==> src/design/lfr_pkg.sv <==
// Package: widths, codes, state and interface types of the frame replacement block.
`timescale 1ns / 1ps
package lfr_pkg;

  localparam int PID_W         = 3;
  localparam int FIDX_W        = 6;
  localparam int STAMP_W       = 32;
  localparam int FAULT_W       = 32;
  localparam int STATUS_W      = 2;

  localparam int FRAMES_DEF    = 64;
  localparam int PROCS_DEF     = 8;
  localparam int PAGE_BITS_DEF = 16;

  localparam logic CMD_ACCESS = 1'b0;
  localparam logic CMD_ASSIGN = 1'b1;

  typedef enum logic [STATUS_W-1:0] {
    STAT_HIT      = 2'd0,
    STAT_REPLACED = 2'd1,
    STAT_NOFRAME  = 2'd2,
    STAT_ASSIGNED = 2'd3
  } status_t;

  typedef enum logic [2:0] {
    S_CLEAR,
    S_ADJ,
    S_IDLE,
    S_SCAN,
    S_LAST,
    S_WAIT,
    S_DONE
  } ctrl_state_t;

  // controller -> datapath
  typedef struct packed {
    logic clr_write;
    logic clr_sub;
    logic cnt_inc;
    logic accept;
    logic scan_rd;
    logic finish;
  } ctrl_cmd_t;

  // datapath -> controller
  typedef struct packed {
    logic clr_last;
    logic clr_carry;
    logic adj_more;
    logic start_scan;
    logic scan_last;
  } ctrl_stat_t;

endpackage

==> src/design/lfr_ram.sv <==
// Generic single-write, single-read RAM with registered read data.
`timescale 1ns / 1ps
module lfr_ram #(
  parameter int WIDTH = 8,
  parameter int DEPTH = 16,
  localparam int AW = (DEPTH > 1) ? $clog2(DEPTH) : 1
) (
  input  logic             clk,
  input  logic             we,
  input  logic [AW-1:0]    waddr,
  input  logic [WIDTH-1:0] wdata,
  input  logic [AW-1:0]    raddr,
  output logic [WIDTH-1:0] rdata
);

  logic [WIDTH-1:0] mem [DEPTH];

  always_ff @(posedge clk) begin
    if (we) begin
      mem[waddr] <= wdata;
    end
    rdata <= mem[raddr];
  end

endmodule

==> src/design/lfr_ctrl.sv <==
// Controller: sequences the clearing pass, the frame scan and the result.
`timescale 1ns / 1ps
module lfr_ctrl (
  input  logic               clk,
  input  logic               rst,
  input  logic               start,
  input  lfr_pkg::ctrl_stat_t sts,
  output lfr_pkg::ctrl_cmd_t  ctl,
  output logic               busy
);
  import lfr_pkg::*;

  ctrl_state_t state, state_next;

  always_ff @(posedge clk) begin
    if (rst) begin
      state <= S_CLEAR;
    end else begin
      state <= state_next;
    end
  end

  always_comb begin
    state_next = state;
    ctl        = '0;
    case (state)
      S_CLEAR: begin
        ctl.clr_write = 1'b1;
        if (sts.clr_last) begin
          state_next = S_IDLE;
        end else if (sts.clr_carry) begin
          state_next = S_ADJ;
        end else begin
          ctl.cnt_inc = 1'b1;
        end
      end
      S_ADJ: begin
        ctl.clr_sub = 1'b1;
        if (!sts.adj_more) begin
          ctl.cnt_inc = 1'b1;
          state_next  = S_CLEAR;
        end
      end
      S_IDLE: begin
        if (start) begin
          ctl.accept = 1'b1;
          state_next = sts.start_scan ? S_SCAN : S_WAIT;
        end
      end
      S_SCAN: begin
        ctl.scan_rd = 1'b1;
        ctl.cnt_inc = 1'b1;
        if (sts.scan_last) begin
          state_next = S_LAST;
        end
      end
      S_LAST: state_next = S_DONE;
      S_WAIT: state_next = S_DONE;
      S_DONE: begin
        ctl.finish = 1'b1;
        state_next = S_IDLE;
      end
      default: state_next = S_CLEAR;
    endcase
  end

  assign busy = (state != S_IDLE);

endmodule

==> src/design/lfr_datapath.sv <==
// Datapath: frame table and fault counter memories, scan compare, result registers.
`timescale 1ns / 1ps
module lfr_datapath #(
  parameter int FRAMES    = lfr_pkg::FRAMES_DEF,
  parameter int PROCS     = lfr_pkg::PROCS_DEF,
  parameter int PAGE_BITS = lfr_pkg::PAGE_BITS_DEF
) (
  input  logic                          clk,
  input  logic                          rst,
  input  lfr_pkg::ctrl_cmd_t            ctl,
  output lfr_pkg::ctrl_stat_t           sts,
  input  logic                          cmd,
  input  logic [lfr_pkg::PID_W-1:0]     process_id,
  input  logic [PAGE_BITS-1:0]          page,
  input  logic [lfr_pkg::FIDX_W-1:0]    frame_index,
  input  logic [lfr_pkg::STAMP_W-1:0]   time_stamp,
  output logic                          done,
  output logic [lfr_pkg::STATUS_W-1:0]  status,
  output logic [lfr_pkg::FIDX_W-1:0]    frame_hit,
  output logic                          evicted_valid,
  output logic [PAGE_BITS-1:0]          evicted_page,
  output logic [lfr_pkg::FAULT_W-1:0]   fault_total
);
  import lfr_pkg::*;

  localparam int FW     = $clog2(FRAMES);
  localparam int OWN_W  = (PROCS > 1) ? $clog2(PROCS) : 1;
  localparam int PX_W   = (PID_W > $clog2(PROCS + 1)) ? PID_W : $clog2(PROCS + 1);
  localparam int FX_W   = (FIDX_W > $clog2(FRAMES + 1)) ? FIDX_W : $clog2(FRAMES + 1);
  localparam int REM_W  = $clog2(2 * FRAMES + PROCS + 1);
  localparam int WORD_W = OWN_W + 2 + PAGE_BITS + STAMP_W;

  // request
  logic                 r_cmd;
  logic [PID_W-1:0]     r_pid;
  logic [PAGE_BITS-1:0] r_page;
  logic [FIDX_W-1:0]    r_fidx;
  logic [STAMP_W-1:0]   r_now;

  // shared frame counter, clearing quotient and remainder
  logic [FW-1:0]        cnt;
  logic [REM_W-1:0]     rem;
  logic [OWN_W-1:0]     q;

  // scan pipeline and search results
  logic                 rd_vld;
  logic [FW-1:0]        rd_idx;
  logic                 hit;
  logic [FW-1:0]        hit_idx;
  logic                 have;
  logic [FW-1:0]        best_idx;
  logic                 best_used;
  logic                 best_pv;
  logic [PAGE_BITS-1:0] best_page;
  logic [STAMP_W-1:0]   best_stamp;

  logic [PROCS-1:0]     faults_vld;

  logic                 fr_we;
  logic [FW-1:0]        fr_waddr;
  logic [WORD_W-1:0]    fr_wdata;
  logic [WORD_W-1:0]    fr_rdata;

  logic                 fl_we;
  logic [FAULT_W-1:0]   fl_wdata;
  logic [FAULT_W-1:0]   fl_rdata;

  logic [PX_W-1:0]      pid_x;
  logic [OWN_W-1:0]     pid_own;
  logic                 pid_ok;
  logic [FX_W-1:0]      fidx_x;
  logic                 fidx_ok;
  logic [FAULT_W-1:0]   faults_cur;
  logic [FAULT_W-1:0]   faults_inc;

  logic [OWN_W-1:0]     w_owner;
  logic                 w_pv;
  logic                 w_used;
  logic [PAGE_BITS-1:0] w_page;
  logic [STAMP_W-1:0]   w_stamp;
  logic                 w_own;
  logic                 w_better;

  status_t              res_status;
  logic [FIDX_W-1:0]    res_frame;
  logic                 res_ev;
  logic [PAGE_BITS-1:0] res_evpage;
  logic [FAULT_W-1:0]   res_total;

  function automatic logic [FIDX_W-1:0] fidx_lo(input logic [FW-1:0] idx);
    logic [FX_W-1:0] wide;
    wide = FX_W'(idx);
    return wide[FIDX_W-1:0];
  endfunction

  assign pid_x   = PX_W'(r_pid);
  assign pid_own = pid_x[OWN_W-1:0];
  assign pid_ok  = (pid_x < PX_W'(PROCS));
  assign fidx_x  = FX_W'(r_fidx);
  assign fidx_ok = (fidx_x < FX_W'(FRAMES));

  assign faults_cur = faults_vld[pid_own] ? fl_rdata : '0;
  assign faults_inc = (faults_cur == '1) ? faults_cur : faults_cur + FAULT_W'(1);

  assign w_owner = fr_rdata[WORD_W-1 -: OWN_W];
  assign w_pv    = fr_rdata[PAGE_BITS + STAMP_W + 1];
  assign w_used  = fr_rdata[PAGE_BITS + STAMP_W];
  assign w_page  = fr_rdata[STAMP_W +: PAGE_BITS];
  assign w_stamp = fr_rdata[STAMP_W-1:0];

  assign w_own    = (PX_W'(w_owner) == pid_x);
  assign w_better = (!w_used && best_used) ||
                    (w_used && best_used && (w_stamp < best_stamp));

  assign sts.clr_last   = (cnt == FW'(FRAMES - 1));
  assign sts.scan_last  = (cnt == FW'(FRAMES - 1));
  assign sts.clr_carry  = ((rem + REM_W'(PROCS)) >= REM_W'(FRAMES));
  assign sts.adj_more   = (rem >= REM_W'(2 * FRAMES));
  assign sts.start_scan = (cmd == CMD_ACCESS) &&
                          (PX_W'(process_id) < PX_W'(PROCS));

  // clearing writes, result selection and table write-back
  always_comb begin
    res_status = STAT_NOFRAME;
    res_frame  = '0;
    res_ev     = 1'b0;
    res_evpage = '0;
    res_total  = '0;
    fr_we      = 1'b0;
    fr_waddr   = cnt;
    fr_wdata   = '0;
    fl_we      = 1'b0;
    fl_wdata   = faults_inc;
    if (ctl.clr_write) begin
      fr_we    = 1'b1;
      fr_wdata = {q, {(WORD_W-OWN_W){1'b0}}};
    end else if (ctl.finish) begin
      if (r_cmd == CMD_ASSIGN) begin
        res_status = STAT_ASSIGNED;
        res_frame  = r_fidx;
        if (pid_ok) begin
          res_total = faults_cur;
          if (fidx_ok) begin
            fr_we    = 1'b1;
            fr_waddr = fidx_x[FW-1:0];
            fr_wdata = {pid_own, {(WORD_W-OWN_W){1'b0}}};
          end
        end
      end else if (pid_ok) begin
        fr_wdata = {pid_own, 1'b1, 1'b1, r_page, r_now};
        if (hit) begin
          res_status = STAT_HIT;
          res_frame  = fidx_lo(hit_idx);
          res_total  = faults_cur;
          fr_we      = 1'b1;
          fr_waddr   = hit_idx;
        end else begin
          res_total = faults_inc;
          fl_we     = 1'b1;
          if (have) begin
            res_status = STAT_REPLACED;
            res_frame  = fidx_lo(best_idx);
            res_ev     = best_pv;
            res_evpage = best_pv ? best_page : '0;
            fr_we      = 1'b1;
            fr_waddr   = best_idx;
          end
        end
      end
    end
  end

  always_ff @(posedge clk) begin
    if (rst) begin
      cnt        <= '0;
      rem        <= '0;
      q          <= '0;
      rd_vld     <= 1'b0;
      hit        <= 1'b0;
      have       <= 1'b0;
      done       <= 1'b0;
      faults_vld <= '0;
    end else begin
      done   <= ctl.finish;
      rd_vld <= ctl.scan_rd;
      if (ctl.clr_write) begin
        rem <= rem + REM_W'(PROCS);
      end
      if (ctl.clr_sub) begin
        rem <= rem - REM_W'(FRAMES);
        q   <= q + OWN_W'(1);
      end
      if (ctl.accept) begin
        cnt  <= '0;
        hit  <= 1'b0;
        have <= 1'b0;
      end else if (ctl.cnt_inc) begin
        cnt <= cnt + FW'(1);
      end
      if (rd_vld && w_own) begin
        if (w_pv && (w_page == r_page) && !hit) begin
          hit <= 1'b1;
        end
        if (!have || w_better) begin
          have <= 1'b1;
        end
      end
      if (fl_we) begin
        faults_vld[pid_own] <= 1'b1;
      end
    end
  end

  // payload registers
  always_ff @(posedge clk) begin
    rd_idx <= cnt;
    if (ctl.accept) begin
      r_cmd  <= cmd;
      r_pid  <= process_id;
      r_page <= page;
      r_fidx <= frame_index;
      r_now  <= time_stamp;
    end
    if (rd_vld && w_own) begin
      if (w_pv && (w_page == r_page) && !hit) begin
        hit_idx <= rd_idx;
      end
      if (!have || w_better) begin
        best_idx   <= rd_idx;
        best_used  <= w_used;
        best_pv    <= w_pv;
        best_page  <= w_page;
        best_stamp <= w_stamp;
      end
    end
    if (ctl.finish) begin
      status        <= res_status;
      frame_hit     <= res_frame;
      evicted_valid <= res_ev;
      evicted_page  <= res_evpage;
      fault_total   <= res_total;
    end
  end

  lfr_ram #(
    .WIDTH (WORD_W),
    .DEPTH (FRAMES)
  ) u_frame_ram (
    .clk   (clk),
    .we    (fr_we),
    .waddr (fr_waddr),
    .wdata (fr_wdata),
    .raddr (cnt),
    .rdata (fr_rdata)
  );

  lfr_ram #(
    .WIDTH (FAULT_W),
    .DEPTH (PROCS)
  ) u_fault_ram (
    .clk   (clk),
    .we    (fl_we),
    .waddr (pid_own),
    .wdata (fl_wdata),
    .raddr (pid_own),
    .rdata (fl_rdata)
  );

endmodule

==> src/design/local_lru_frame_replacement.sv <==
// Top level: local LRU frame replacement over a shared frame table.
`timescale 1ns / 1ps
// Access in range: the result strobe follows a scan of the frame table RAM, one read
//   per frame; the next start is taken in the strobe cycle.
// Assign, or access by a process at or above PROCS: no scan; wait and done states only.
// Results cannot be held off; done marks each transaction for exactly one cycle.
// Reset: synchronous; a clearing pass loads frame owners and empties the table,
//   busy high throughout.
module local_lru_frame_replacement #(
  parameter int FRAMES    = lfr_pkg::FRAMES_DEF,
  parameter int PROCS     = lfr_pkg::PROCS_DEF,
  parameter int PAGE_BITS = lfr_pkg::PAGE_BITS_DEF
) (
  input  logic                          clk,
  input  logic                          rst,
  // request transaction
  input  logic                          start,
  output logic                          busy,
  input  logic                          cmd,
  input  logic [lfr_pkg::PID_W-1:0]     process_id,
  input  logic [PAGE_BITS-1:0]          page,
  input  logic [lfr_pkg::FIDX_W-1:0]    frame_index,
  input  logic [lfr_pkg::STAMP_W-1:0]   time_stamp,
  // result transaction
  output logic                          done,
  output logic [lfr_pkg::STATUS_W-1:0]  status,
  output logic [lfr_pkg::FIDX_W-1:0]    frame_hit,
  output logic                          evicted_valid,
  output logic [PAGE_BITS-1:0]          evicted_page,
  output logic [lfr_pkg::FAULT_W-1:0]   fault_total
);
  import lfr_pkg::*;

  // Command and status between sequencer and datapath.
  ctrl_cmd_t  ctl;
  ctrl_stat_t sts;

  // Sequencer: clearing pass after reset, then idle / scan or wait / finish per request.
  lfr_ctrl u_ctrl (
    .clk   (clk),
    .rst   (rst),
    .start (start),
    .sts   (sts),
    .ctl   (ctl),
    .busy  (busy)
  );

  // Datapath: one table word per frame (owner, page valid, used, page, stamp) in a
  // RAM, scanned one frame a cycle. The scan finds the first owned frame holding the
  // page and, in the same pass, the owned frame with the oldest use; never-used
  // frames win, ties keep the lowest index. Per-process fault counters sit in a
  // small RAM with a valid bit each, so reset needs no pass over them.
  lfr_datapath #(
    .FRAMES    (FRAMES),
    .PROCS     (PROCS),
    .PAGE_BITS (PAGE_BITS)
  ) u_dp (
    .clk           (clk),
    .rst           (rst),
    .ctl           (ctl),
    .sts           (sts),
    .cmd           (cmd),
    .process_id    (process_id),
    .page          (page),
    .frame_index   (frame_index),
    .time_stamp    (time_stamp),
    .done          (done),
    .status        (status),
    .frame_hit     (frame_hit),
    .evicted_valid (evicted_valid),
    .evicted_page  (evicted_page),
    .fault_total   (fault_total)
  );

endmodule

==> config.mk <==
export PLATFORM = sky130hd
export DESIGN_NAME = local_lru_frame_replacement
export DESIGN_NICKNAME = d
export VERILOG_FILES = /design/src/design/lfr_pkg.sv /design/src/design/lfr_ram.sv /design/src/design/lfr_ctrl.sv /design/src/design/lfr_datapath.sv /design/src/design/local_lru_frame_replacement.sv
export SDC_FILE = /design/constraint.sdc
export NUM_CORES = 2
export LEC_CHECK = 0
export BUFFER_PORTS_ARGS = -buffer_cell sky130_fd_sc_hd__buf_2
export CAP_MARGIN = 20
export CORE_MARGIN = 2
export CORE_UTILIZATION = 59
export CTS_CLUSTER_DIAMETER = 40
export CTS_CLUSTER_SIZE = 12
export DETAILED_ROUTE_END_ITERATION = 6
export PLACE_DENSITY_LB_ADDON = 0.1
export SYNTH_ARGS = -nofsm -noshare
export SYNTH_HDL_FRONTEND = slang
export SYNTH_SLANG_ARGS = --single-unit
export TNS_END_PERCENT = 10
==> constraint.sdc <==
create_clock -name clk -period 10.1 [get_ports clk]
set_input_delay 0.505 -clock clk [delete_from_list [all_inputs] [get_ports clk]]
set_output_delay 0.505 -clock clk [all_outputs]
set_load 0.02 [all_outputs]
==> summary.md <==
| Metric | Value |
|---|---|
| Fmax | `~190 MHz` |
| Synthesis-stage register bit count | `3879` |
| DP HPWL | `209.4 mm` |
| Vias in the first global route | `72540` |
| CTS tree | `yes` |
| Area Overhead vs Synth | `15.59%` |
| Synth Net Count | `6717` |
| Unique masters post-synth | `78` |
| Pwr Density | `about 250 nW/um^2` |
| Tcrit/Tclk final | `0.5324` |
| Worst rel slew slack | `0.06456` |
| VDD IR max | `about 250 uV` |
| Fin crit period | `5.377 ns` |
| Post-synth EDFFs | `3760` |
| YS warnings | `0` |
| Post CTS Setup Buffer Count | `0` |
| Synthesized area | `145900 um^2` |
| CP Capture Type | `flip-flop` |
| Detailed Routing Iterations Pass 1 | `7` |
| Share of cells above drive strength 1 | `0.2800` |
| Starting Density | `0.5932` |
| Row count | `182` |
| Die ar. | `251300 um^2` |
| # setup viols final | `0` |
| Worst endpoint required time | `10.69 ns` |
| WL final | `just under 400 mm` |
| RePlAce Congestion | `0.8425` |
| Post-Syn Instances | `~6600` |
| Initial antenna violation count | `17` |
| Largest net degree at the start of global routing | `approximately 110` |
| Leak Pwr | `51.62 nW` |
| CP max FO | `31` |
| Root Buffer | `clkbuf_16` |
| Slew @ Worst Pin | `1.403 ns` |
| Io pins | `120` |
| Post-synth ARST share | `0` |
| IO buf count | `119` |
| Post-synth top area share | `0.7739` |
| Worst min path class | `input pin to flip-flop` |
| Most frequent cells after synthesis | `3760 x edfxtp_1, 832 x mux4_2, 342 x a22oi_1` |
| Routed wire per std cell | `35.74 um` |
| Setup CP Type | `flip-flop to flip-flop` |
| Avg Vias per Cell | `6.868` |
| Total CTS buffers | `493` |
| Final WS setup | `approximately 4.7 ns` |
| Cts hold-fix bufs | `60` |
| Final Max Slew Viols | `0` |
| Die Ht | `about 500 um` |
| Core box area | `~250000 um^2` |
| Maximum root-to-sink buffer count | `4` |
| Drt drc | `0` |
| # clock sinks | `3879` |
| Final #Nets | `~7200` |
| Initial drt markers | `approximately 10000` |
| Post-place setup slack | `4.901 ns` |
| Vias | `73884` |
| Most common cell in the synthesized netlist | `edfxtp_1` |
| Fin. Hold Viols | `0` |
| Setup TNS | `0 ns` |
| Skew final | `0.06751 ns` |
| Clk slew on worst S/H paths | `0.05 ns` |
| RSZ-0062 raised after global routing | `no` |
| Worst EP arrival | `about 6.0 ns` |
| Post-CTS Resized | `0` |
| Worst-Skew Late Latency | `1.00 ns` |
| Register area share after synthesis | `0.7903` |
| Status | `completed` |
| Max Cap Viol | `0` |
| Mean area per synthesized cell | `22.04 um^2` |
| CP Launch Type | `flip-flop` |
| Synth top area cells | `edfxtp_1 77%, mux4_2 13%, a22oi_1 1.8%` |
| Synth Flop Type | `edfxtp_1` |
| Area leader, netlist | `edfxtp_1` |
| Grt ovf | `0` |
| Die extent in x | `around 500 um` |
| DRT antenna net count | `0` |
| Total global-route track usage | `0.3076` |
| Global-route wire length before repair | `543.5 mm` |
| H-tree depth | `5` |
final timing paths:
path	cells after the start	slack (ns)	end	startpoint
max reg2reg	8	4.72	u_dp.u_frame_ram.mem[22][35]	u_ctrl.state[1]
max	8	4.72	u_dp.u_frame_ram.mem[22][35]	u_ctrl.state[1]
min	2	0.21	u_dp.r_now[26]	time_stamp[26]
min reg2reg	0	0.42	u_dp.hit_idx[0]	u_dp.rd_idx[0]
where the power goes:
part	internal (mW)	switching, mW	total [mW]
sequential	18.0	0.255	18.2
clock	10.8	6.67	17.5
combinational	2.88	4.21	7.09
total	31.7	11.1	42.8
routing by layer:
layer | global-route usage | wire length (um) | part of all wire
met1 | 0.4555 | 151700 | 0.39
met2 | 0.4751 | 182900 | 0.48
met3 | 0.05079 | 36410 | 0.095
met4 | 0.1039 | 13500 | 0.035
met5 | 0 | 24 | 0.000062
flip-flops by register name, indices dropped and copies added, names as in the netlist, 2 cells and up:
signal and count:
u_dp.u_frame_ram.mem 3328, u_dp.u_fault_ram.mem 256, u_dp.u_frame_ram.rdata 52, u_dp.best_stamp 32, u_dp.fault_total 32, u_dp.r_now 32, u_dp.u_fault_ram.rdata 32, u_dp.best_page 16
u_dp.evicted_page 16, u_dp.r_page 16, u_dp.faults_vld 8, u_dp.best_idx 6, u_dp.cnt 6, u_dp.frame_hit 6, u_dp.hit_idx 6, u_dp.r_fidx 6
u_dp.rd_idx 6, u_dp.rem 5, u_ctrl.state 3, u_dp.pid_own 3, u_dp.q 3, u_dp.status 2
final cells by class:
type,instances,area [um^2]
Sequential cell,3879,115300
Antenna cell,5,12.51
Multi-Input combinational cell,2318,29580
Clock inverter,324,3691
Inverter,46,177.7
Timing Repair Buffer,391,2950
Tap cell,3220,4029
Clock buffer,574,12880
Fill cell,15094,77310
cells in the final DEF, fill, tap and decap left out, types with 20 or more instances in the layout:
cell type      netlist  layout
a21oi_1            135     135
a221oi_1           105     104
a22o_1             109     108
a22oi_1            342     342
and2_1              30      29
and3_1              57      20
and3_2               1      31
buf_2               86     119
buf_4                3     199
bufinv_16            0      66
clkbuf_1           241      60
clkbuf_16            0     496
clkinv_1             0      45
clkinv_2             0      87
clkinv_4             0      25
clkinvlp_4           0      66
dfxtp_1            119     117
dlygate4sd3_1        0      60
edfxtp_1          3760    3760
ha_1                36      36
inv_1               46      44
inv_6                0      25
mux4_2             832     832
nand2_1             51      50
nand3_1             43      43
nand4_1             48      48
nor2_1             220     149
nor2_4               0      67
o21ai_0             32      31
o221ai_1            53      53
xnor2_1             38      38
xor2_1              40      40
logic make-up after synthesis:
family                   after synthesis  share of synthesized area
buffers and inverters                423                    0.01180
adder cells (fa/ha/maj)               36                   0.003088
AO/OA/AOI/OAI                        826                    0.04228
multiplexers                         841                     0.1291
XOR/XNOR                              78                   0.004683
AND/OR/NAND/NOR                      537                    0.01879
flip-flops                          3879                     0.7903
critical path, cell delays in order (launching register included):
cell      delay (ns)
dfxtp_1         0.59
nand3b_1        0.51
inv_6           0.39
o21ai_0         0.17
buf_4           0.21
a21oi_1         0.28
nand3_1         0.91
nor2_4          1.13
buf_4           0.68
per-stage QoR:
step | cells | instance area (um^2) | hold WS (ns) | util | power (mW)
detailed placement | 9793 | 151400 | 0.4133 | 0.6157 | 25.66
floorplan | 6620 | 145900 | 0.3290 | - | 23.06
global placement | 9791 | 151400 | 0.4050 | 0.6156 | 25.62
CTS | 10751 | 168600 | 0.1533 | 0.6855 | 43.03
finish | 10757 | 168600 | 0.2124 | 0.6856 | 42.79
global route | 10753 | 168600 | 0.1796 | 0.6856 | 43.93
Power figures use the tool's default switching activity.
